--- src/hw/rtl/xpie_pkg.sv ---
// Package for the XOR parity interleave encoder.
// Holds result codes, controller/datapath command types and defaults.
// No dependencies.
`default_nettype none

package xpie_pkg;

   // default geometry
   localparam int CHECK_BYTES_DEF = 3;
   localparam int MAX_FRAME_DEF   = 1024;

   // fixed field widths of the channels
   localparam int KIND_W = 2;
   localparam int BYTE_W = 8;
   localparam int POS_W  = 10;

   // result kinds
   typedef enum logic [KIND_W-1:0] {
      KIND_PARITY = 2'd0,
      KIND_DATA   = 2'd1,
      KIND_ERROR  = 2'd2
   } kind_type;

   // action codes of an input beat
   localparam logic ACT_LOAD = 1'b0;
   localparam logic ACT_READ = 1'b1;

   // commands from the controller to the datapath
   typedef enum logic [1:0] {
      OP_NONE,
      OP_LOAD,
      OP_READ,
      OP_CAPTURE
   } op_type;

   typedef struct packed {
      op_type op;
   } cmd_type;

   // status from the datapath to the controller
   typedef struct packed {
      logic frame_ready;
      logic load_emit;
   } status_type;

endpackage

`default_nettype wire

--- src/hw/rtl/xpie_ctrl.sv ---
// Controller of the XOR parity interleave encoder: handshakes and sequencing.
// Depends on xpie_pkg; drives commands into xpie_dpath.
`default_nettype none

module xpie_ctrl
   import xpie_pkg::*;
(
   input  wire logic       clock,
   input  wire logic       reset,
   input  wire logic       req_valid,
   input  wire logic       req_action,
   output      logic       req_ready,
   output      logic       rsp_valid,
   input  wire logic       rsp_ready,
   input  wire status_type status,
   output      cmd_type    cmd
);

   typedef enum logic {
      ST_IDLE,
      ST_FETCH
   } state_type;

   state_type state_ff, state_in;
   logic      rsp_valid_ff, rsp_valid_in;
   logic      accept;

   // take a beat only when idle and the output slot frees up
   assign req_ready = (state_ff == ST_IDLE) && (!rsp_valid_ff || rsp_ready);
   assign accept    = req_valid && req_ready;
   assign rsp_valid = rsp_valid_ff;

   // issue datapath commands
   always_comb begin
      cmd.op = OP_NONE;
      if (accept) begin
         cmd.op = (req_action == ACT_READ) ? OP_READ : OP_LOAD;
      end else if (state_ff == ST_FETCH) begin
         cmd.op = OP_CAPTURE;
      end
   end

   // next state and output valid
   always_comb begin
      state_in     = state_ff;
      rsp_valid_in = rsp_valid_ff && !rsp_ready;
      case (state_ff)
         ST_IDLE: begin
            if (accept) begin
               if (req_action == ACT_READ) begin
                  if (status.frame_ready) begin
                     state_in = ST_FETCH;
                  end else begin
                     rsp_valid_in = 1'b1;
                  end
               end else begin
                  rsp_valid_in = status.load_emit;
               end
            end
         end
         ST_FETCH: begin
            rsp_valid_in = 1'b1;
            state_in     = ST_IDLE;
         end
         default: begin
            state_in = ST_IDLE;
         end
      endcase
   end

   // hold state and registered valid
   always_ff @(posedge clock) begin
      if (reset) begin
         state_ff     <= ST_IDLE;
         rsp_valid_ff <= 1'b0;
      end else begin
         state_ff     <= state_in;
         rsp_valid_ff <= rsp_valid_in;
      end
   end

endmodule

`default_nettype wire

--- config.mk ---
export PLATFORM = sky130hd
export DESIGN_NAME = xpie_ctrl
export DESIGN_NICKNAME = d
export VERILOG_FILES = /design/src/hw/rtl/xpie_pkg.sv /design/src/hw/rtl/xpie_ctrl.sv
export SDC_FILE = /design/constraint.sdc
export NUM_CORES = 1
export LEC_CHECK = 0
export ABC_AREA = 1
export BUFFER_PORTS_ARGS = -buffer_cell sky130_fd_sc_hd__buf_2
export CORE_AREA = 2 2 39 41
export CTS_BUF_LIST = sky130_fd_sc_hd__clkbuf_2
export CTS_CLUSTER_SIZE = 25
export DETAILED_ROUTE_END_ITERATION = 8
export DIE_AREA = 0 0 41 43
export MAX_ROUTING_LAYER = met4
export PLACE_DENSITY_LB_ADDON = 0.2
export RECOVER_POWER = 50
export SETUP_SLACK_MARGIN = 0.2
export SYNTH_ARGS = -nofsm -noshare
export SYNTH_HDL_FRONTEND = slang
export SYNTH_SLANG_ARGS = --single-unit
export TNS_END_PERCENT = 10
--- constraint.sdc ---
create_clock -name clock -period 1.25 [get_ports clock]
set_input_delay 0.25 -clock clock [delete_from_list [all_inputs] [get_ports clock]]
set_output_delay 0.25 -clock clock [all_outputs]
set_load 0.03 [all_outputs]
==> metrics.cfg, run 1 <==
[layout]
stdcell_area_um2=241.5
num-nets-final=39
fillCellCount=166
stdcell_count=46
drive_above_1_share_pct=73.33
n_antenna_cell=0
area_growth_pct=127.1

[setup_path]
required_ps=1000
crit_fanout=3
cp.arrival_ps=930
startpoint=state_ff
r2r-start=state_ff
path_class=flip-flop to output port
cp-start-kind=flip-flop
crit_path_end_kind=output port

[sta]
fmax_ghz=0.8449
final-hold-violation-count=0
maxSlewViolCount=0
min_period_ps=1184
setup_violations=0
tightest_slew_ps=161.1
clock_skew_ps=1.715
period_share_pct=94.69
slew_headroom_pct=89.18
timing.hold.ws_ps=233.7
worst_slack_ps=66.38
grt_setup_unrepaired=yes

[routing]
route.met3.wl_um=33
routedWlPerCell_um=7.478
avgViaCountPerCell=3.370
post-route-drc-count=0
wl_met1_um=126
vias=155
wl_um=344
wl_met2_um=159
top_layer=met4
drtAntennaViolNets=0
firstDrtPassIters=1
drtIter0Drc=0

[floorplan]
die_area_um2=1763
rows=14
die_h_um=43
die_w_um=41
initial_utilization_pct=7.685
coreArea_um2=1384
io_pins=11

[place]
port_buffers=10
place_inst=42
finalWeightedCongestion=0.5272
hpwl_um=263.2
dp_slack_ps=128.6
place_area_um2=187.7

[logic_synthesis]
syn_area_um2=106.4
avgSynthCellArea_um2=6.647
synthesis.nets=23
ys_types=8
yosys_warnings=0
yosysSeqAreaShare_pct=37.65
synth-seq-cells=2
syn_inst=16

[global_routing]
grt_first_pass_wirelength_um=496
grt_pass1_vias=147
antenna_found_initial=0
grtUsageTotal_pct=5.339
grt_max_degree=4
grt-ovfl-total=0

[worst_hold_path]
hp-start=reset
min_path_type=input port to flip-flop

[clock_tree]
cts.htree.levels=1
clkTransAtPathRegs_ps=30
cts-root-buf=clkbuf_2
cts_sinks=2
cts_inserted_buffers=3
cts_tree=built
clk_latency_ps=190
cts_buffer_depth=2

[power_and_ir_drop]
p_sw_mw=0.07968
p_comb_share_pct=31.1
power_density_nw_per_um2=1014
vdd_ir_drop_max_mv=0.2896
p_clk_share_pct=39.7
leakage_nw=0.1234
swShare_pct=32.55
p_int_mw=0.1651
sequentialPowerShare_pct=29.2

[outcome]
outcome=complete, no violations

[flow_run]
drv_cap=0

==> power by group through the flow <==
| stage | Clock, mW | Combinational (mW) | Sequential [mW] |
|---|---|---|---|
| after floorplan | 0 | 0.0341 | 0.0758 |
| after global placement | 0 | 0.0612 | 0.0711 |
| after detailed placement | 0 | 0.0617 | 0.0711 |
| after CTS | 0.104 | 0.0738 | 0.0716 |
| after global routing | 0.115 | 0.0828 | 0.0719 |
| final | 0.0971 | 0.0762 | 0.0715 |
==> Yosys cell counts <==
cell type  n  share of area (%)
nor3_1     1                4.7
nand3_2    1                9.4
nand3_1    1                4.7
o21ai_0    2                9.4
inv_1      4                 14
a21oi_1    2                9.4
nand2_1    3                 11
dfxtp_1    2                 38
==> through the flow <==
step           power [mW]  utilization (%)  TNS (ps)
2_1_floorplan      0.1099                -         0
3_3_place_gp       0.1323            13.56         0
3_5_place_dp       0.1328            13.56         0
4_1_cts            0.2491            17.00         0
5_1_grt            0.2699            17.45    -16.21
6_report           0.2448            17.45         0
==> final cells by class <==
cell class / count / area, µm² / share of cell area (%)
Clock buffer: 3 / 15.01 / 6.218
Inverter: 4 / 15.01 / 6.218
Multi-Input combinational cell: 10 / 72.57 / 30.05
Sequential cell: 2 / 42.54 / 17.62
Tap cell: 16 / 20.02 / 8.290
Timing Repair Buffer: 11 / 76.32 / 31.61
==> final timing paths <==
kind                            depth (start not counted)         to  slack, ps
worst max-delay path                                    4     cmd[0]         70
worst min register to register                          3   state_ff        550
worst max register to register                          3   state_ff        550
worst min-delay path                                    2  rsp_valid        230
==> what timing repair did <==
item                       4_1_cts  5_1_grt
pin swaps                        2        1
resized for setup                9        3
hold buffers                     0        0
buffers inserted                 1        0
setup endpoints to repair        3        3
==> cells in the final DEF (no fill, tap or decap), types with 2 or more instances in the layout <==
cell type  instances
buf_2              7
nand2_1            2
o21ai_2            2
inv_1              3
clkbuf_2           3
dfxtp_2            2
buf_6              3
==> cells by family after synthesis <==
| logic type | Yosys count | synth area share, % |
|---|---|---|
| AOI/OAI and AO/OA | 4 | 18.82 |
| buffers and inverters | 4 | 14.11 |
| DFF | 2 | 37.65 |
| and+or+nand+nor | 6 | 29.40 |
==> worst max-delay path: stages (launching register included) <==
cell     delay (ps)
dfxtp_2         310
inv_2            70
nand3_4          80
o21ai_2         130
buf_6           140
==> sequential cells by signal, indices dropped and copies added (netlist names) <==
name and count:
state_ff 1, rsp_valid 1
==> layer usage <==
layer | up-vias | GRT usage, %
met3 | 4 | 1.571
met5 | - | -
met1 | 63 | 3.514
li1 | 79 | -
met4 | 0 | 10.00
met2 | 9 | 7.187
No activity file was read; power rests on OpenSTA's default activity.
==> run 2: changes to the inputs <==
==> constraint.sdc (replaced) <==
create_clock -name clock -period 1.25 [get_ports clock]
set_input_delay 0.0625 -clock clock [delete_from_list [all_inputs] [get_ports clock]]
set_output_delay 0.0625 -clock clock [all_outputs]
set_load 0.03 [all_outputs]
==> metrics.cfg, run 2 (same netlist as run 1, synthesis figures left out) <==
[sta]
worst_slack_ps=218.4  ; was 66.38 ps
setup_violations=0  ; unchanged
clock_skew_ps=0.8903  ; was 1.715 ps
min_period_ps=1032  ; was 1184 ps
maxSlewViolCount=0  ; unchanged
slew_headroom_pct=76.21  ; was 89.18%
final-hold-violation-count=0  ; unchanged
tightest_slew_ps=358.4  ; was 161.1 ps
grt_setup_unrepaired=yes  ; unchanged
period_share_pct=82.53  ; was 94.69%
fmax_ghz=0.9693  ; was 0.8449 GHz
setup-tns-final_ps=0  ; unchanged

[routing]
drtAntennaViolNets=0  ; unchanged
drtIter0Drc=1  ; was 0
routedWlPerCell_um=8.468  ; was 7.478 µm
wl_um=398  ; was 344 µm
vias=163  ; was 155
avgViaCountPerCell=3.468  ; was 3.370
firstDrtPassIters=2  ; was 1
post-route-drc-count=0  ; unchanged

[flow_run]
drv_cap=0  ; unchanged

[place]
place_area_um2=180.2  ; was 187.7 µm²
port_buffers=10  ; unchanged
finalWeightedCongestion=0.5132  ; was 0.5272
dp_slack_ps=351.2  ; was 128.6 ps

[outcome]
outcome=complete, no violations  ; unchanged

[floorplan]
rows=14  ; unchanged
initial_utilization_pct=7.685  ; unchanged
die_h_um=43  ; unchanged
coreArea_um2=1384  ; unchanged
die_w_um=41  ; unchanged
io_pins=11  ; unchanged
die_area_um2=1763  ; unchanged

[setup_path]
r2r-start=rsp_valid  ; was state_ff
crit_fanout=3  ; unchanged
cp.arrival_ps=970  ; was 930 ps
required_ps=1190  ; was 1000 ps
path_class=flip-flop to output port  ; unchanged
cp-start-kind=flip-flop  ; unchanged
startpoint=rsp_valid  ; was state_ff
crit_path_end_kind=output port  ; unchanged

[worst_hold_path]
hp-start=reset  ; unchanged
min_path_type=input port to flip-flop  ; unchanged

[global_routing]
grtUsageTotal_pct=4.718  ; was 5.339%
grt-ovfl-total=0  ; unchanged
grt_first_pass_wirelength_um=434  ; was 496 µm
grt_max_degree=4  ; unchanged
grt_pass1_vias=131  ; was 147
antenna_found_initial=0  ; unchanged

[layout]
layout_commonest_cell=buf_2  ; unchanged
area_growth_pct=121.2  ; was 127.1%
layout_common_cells=buf_2, inv_1, nand2_1, clkbuf_2  ; was buf_2, inv_1, clkbuf_2, buf_6
stdcell_area_um2=235.2  ; was 241.5 µm²
drive_above_1_share_pct=64.52  ; was 73.33%
n_antenna_cell=0  ; unchanged
num-nets-final=40  ; was 39

[clock_tree]
cts_sinks=2  ; unchanged
clk_latency_ps=190  ; about the same
cts-root-buf=clkbuf_2  ; unchanged
cts_buffer_depth=2  ; unchanged
cts_inserted_buffers=3  ; unchanged
clkTransAtPathRegs_ps=30  ; about the same
cts_tree=built  ; unchanged
cts.htree.levels=1  ; unchanged

[power_and_ir_drop]
leakage_nw=0.1197  ; was 0.1234 nW
vdd_ir_drop_max_mv=0.3174  ; was 0.2896 mV
power_density_nw_per_um2=1032  ; was 1014 nW/µm²

==> run 2: changes by cell type in the layout (fill, tap and decap cells not counted) <==
| cell | delta |
|---|---|
| a21oi_1 | +1 |
| a21oi_2 | -1 |
| buf_4 | +1 |
| buf_6 | -1 |
| clkbuf_1 | +1 |
| nand2_1 | +1 |
| nand2_2 | -1 |
==> run 2: power by group <==
part | switching (mW) | internal (mW) | leakage, nW | total [mW]
combinational | 0.0431 | 0.0318 | 0.0901 | 0.0749
clock | 0.0336 | 0.0635 | 0.0125 | 0.0971
sequential | 0.00228 | 0.0684 | 0.0172 | 0.0707
==> run 2: metal layers <==
layer	up-vias	global-route usage, %	wire [µm]
li1	81	-	-
met3	2	3.141	39
met1	72	3.503	160
met4	0	8.000	10
met5	-	-	0
met2	8	5.313	187
==> run 2: worst paths after layout <==
check | cells past startpoint | slack [ps] | endpoint
setup / recovery | 4 | 220 | cmd[0]
hold / removal | 2 | 50 | rsp_valid
setup reg to reg | 4 | 390 | state_ff
hold reg to reg | 2 | 560 | rsp_valid
==> run 2: through the flow <==
step | cells | hold slack (ps) | utilization (%) | power (mW)
floorplan | 16 | 131.6 | - | 0.1071
global placement | 42 | 254.1 | 13.02 | 0.1306
detailed placement | 42 | 256.6 | 13.02 | 0.1297
CTS | 47 | 40.96 | 16.18 | 0.2464
global route | 47 | 41.79 | 17.00 | 0.2635
finish | 47 | 52.75 | 17.00 | 0.2427
==> run 2: cell type report <==
class	count	area (µm²)
repair buffers	12	76.32
inverters	4	15.01
flip-flops and latches	2	42.54
multi-input cells	10	66.31
well taps	16	20.02
fillers	161	1149
clock buffers	3	15.01
==> run 2: what timing repair did <==
action,in CTS,in global routing
gates cloned,0,0
gates resized for setup,7,4
endpoints found under the setup margin,2,2
buffers inserted,2,0
hold endpoints to repair,0,0
hold buffers,0,0
pin swaps,2,1
==> run 2: critical path, stage by stage, from the launching register on <==
cell and delay, ps:
dfxtp_2 310, nand2_1 100, nand3_4 90, o21ai_2 140, buf_6 150
==> run 3: changes to the inputs <==
Settings changed: ABC_AREA 1 to 0.
Clock period 1.25 ns to 0.8 ns, I/O delays scaled along.
==> metrics.cfg, run 3 <==
[outcome]
violations=setup timing
outcome=finished, violations left  ; was complete, no violations

[routing]
drtIter0Drc=1  ; unchanged
post-route-drc-count=0  ; unchanged
wl_um=333  ; was 398 µm
routedWlPerCell_um=7.239  ; was 8.468 µm
drtAntennaViolNets=0  ; unchanged
vias=150  ; was 163
firstDrtPassIters=3  ; was 2
avgViaCountPerCell=3.261  ; was 3.468

[worst_hold_path]
min_path_type=input port to flip-flop  ; unchanged
hp-start=reset  ; unchanged
worst_hold_path.endpoint=rsp_valid  ; unchanged
hold_depth=2  ; unchanged

[layout]
stdcell_area_um2=265.3  ; was 235.2 µm²
drive_above_1_share_pct=70.00  ; was 64.52%
num-nets-final=38  ; was 40
layout_commonest_cell=buf_2  ; unchanged
n_antenna_cell=0  ; unchanged
final_core_util_pct=19.17  ; was 17.00%
area_growth_pct=123.2  ; was 121.2%
layout_common_cells=buf_2, clkbuf_2, nor2b_1, buf_4  ; was buf_2, inv_1, nand2_1, clkbuf_2

[power_and_ir_drop]
total_power_mw=0.4324  ; was 0.2427 mW
leakage_nw=0.1312  ; was 0.1197 nW
power_density_nw_per_um2=1630  ; was 1032 nW/µm²
vdd_ir_drop_max_mv=0.3712  ; was 0.3174 mV

[logic_synthesis]
yosysSeqAreaShare_pct=33.68  ; was 37.65%
synthesis.nets=20  ; was 23
yosysMostFrequentCell=nor2b_1  ; was inv_1
synth_top_cell_area_share_pct=33.68  ; was 37.65%
ys.flop_type=dfxtp_1  ; unchanged
synthArstFlopShare_pct=0  ; unchanged
syn_inst=13  ; was 16
ys_types=8  ; unchanged
synth_top_cell_by_area=dfxtp_1  ; unchanged
syn_area_um2=118.9  ; was 106.4 µm²
synth_commonest_cells=nor2b_1, a31o_2, dfxtp_1, inv_1  ; was inv_1, nand2_1, a21oi_1, dfxtp_1, o21ai_0
synth-seq-cells=2  ; unchanged
avgSynthCellArea_um2=9.143  ; was 6.647 µm²
synth_area_leaders=dfxtp_1, nor2b_1, a31o_2, a21oi_4, and4_1  ; was dfxtp_1, inv_1, nand2_1, a21oi_1, nand3_2
synth-edff-count=0  ; unchanged
yosys_warnings=0  ; unchanged

[floorplan]
die_h_um=43  ; unchanged
die_area_um2=1763  ; unchanged
coreArea_um2=1384  ; unchanged
io_pins=11  ; unchanged
initial_utilization_pct=8.590  ; was 7.685%
die_w_um=41  ; unchanged
rows=14  ; unchanged

[sta]
final-hold-violation-count=0  ; unchanged
maxSlewViolCount=0  ; unchanged
setup-tns-final_ps=-923.6  ; was 0 ps
clock_skew_ps=9.329  ; was 0.8903 ps
worst_slack_ps=-235.6  ; was 218.4 ps
fmax_ghz=0.9656
period_share_pct=129.4
min_period_ps=1036
slew_headroom_pct=88.73  ; was 76.21%
tightest_slew_ps=168.7  ; was 358.4 ps
grt_setup_unrepaired=yes  ; unchanged
setup_violations=5  ; was 0
timing.hold.ws_ps=5.087  ; was 52.75 ps

[global_routing]
antenna_found_initial=0  ; unchanged
grt-ovfl-total=0  ; unchanged
grt_pass1_vias=137  ; was 131
grtUsageTotal_pct=5.339  ; was 4.718%
grt_first_pass_wirelength_um=538  ; was 434 µm
grt_max_degree=6  ; was 4

[clock_tree]
cts_buffer_depth=2  ; unchanged
cts.htree.levels=1  ; unchanged
cts_tree=built  ; unchanged
cts_inserted_buffers=3  ; unchanged
cts-root-buf=clkbuf_2  ; unchanged
clkTransAtPathRegs_ps=40  ; was 30 ps
clk_latency_ps=200  ; was 190 ps
cts_sinks=2  ; unchanged

[setup_path]
required_ps=760  ; was 1190 ps
max_stage_delay_ps=340  ; was 310 ps
r2r_cells=4  ; unchanged
slowest_stage=dfxtp_4  ; was dfxtp_2
crit_chain=a21oi_4 -> a31o_4 -> buf_6  ; was nand2_1 -> nand3_4 -> o21ai_2 -> buf_6
crit_fanout=4  ; was 3
r2r_end=state_ff  ; unchanged
path_class=flip-flop to output port  ; unchanged
worst-r2r-setup-slack_ps=-170  ; was 390 ps
cp-start-kind=flip-flop  ; unchanged
cp.arrival_ps=1000  ; was 970 ps
crit_path_end_kind=output port  ; unchanged
r2r-start=rsp_valid  ; unchanged

[place]
place_area_um2=225.2  ; was 180.2 µm²
finalWeightedCongestion=0.7088  ; was 0.5132
port_buffers=10  ; unchanged

[flow_run]
drv_cap=0  ; unchanged

-- run 3: repair_timing --
| item | CTS | global route |
|---|---|---|
| gates resized for setup | 4 | 0 |
| pin swaps | 3 | 0 |
| buffers inserted | 1 | 0 |
| setup endpoints to repair | 6 | 6 |
| hold endpoints to repair | 1 | 1 |
| gates cloned | 0 | 0 |
-- run 3: cell families (layout without fill, tap and decap cells) --
kind of cell    count (synthesis)  count (layout)  share of synthesized area [%]
flops                           2               2                          33.69
compound gates                  5               5                          36.84
simple gates                    4               4                          23.16
buf+inv                         2              19                          6.318
-- run 3: critical path, delay by kind of cell, from the launching register on --
kind                   cells  cell delay [ps]
flip-flops                 1              340
AO/OA/AOI/OAI              2              340
buffers and inverters      1              120
-- run 3: through the flow --
step                      worst slack (ps)  std cells
after global routing                -304.9         46
final                               -235.6         46
after global placement              -99.17         41
after floorplan                     -197.8         13
after detailed placement            -117.2         41
after CTS                           -255.2         46
-- run 3: layout make-up --
type,count,area [µm²]
clock buffer,4,20.02
fill,153,1119
inverter,2,7.507
multi-input combinational,9,88.84
sequential,2,43.79
tap,16,20.02
timing repair buffer,13,85.08
-- run 3: metal layers --
metal / up-vias / part of all wire (%) / track usage (%)
met3: 0 / 17 / 4.712
li1: 80 / - / -
met5: - / 0 / -
met1: 59 / 42 / 5.431
met4: 0 / 0 / 6.000
met2: 11 / 40 / 5.313
-- run 3: worst max-delay path by stage --
stage	from	end	slack, ps	cells past startpoint
after floorplan	rsp_valid	cmd[0]	-200	2
final	rsp_valid	cmd[1]	-240	3
after global placement	rsp_valid	cmd[1]	-100	3
after CTS	rsp_valid	cmd[1]	-260	3
after global routing	rsp_valid	cmd[1]	-300	3
after detailed placement	rsp_valid	cmd[1]	-120	3
-- run 3: power breakdown --
group | switching, mW | internal [mW] | leakage (nW)
sequential | 0.00450 | 0.105 | 0.0170
clock | 0.0659 | 0.131 | 0.0166
combinational | 0.0635 | 0.0625 | 0.0975
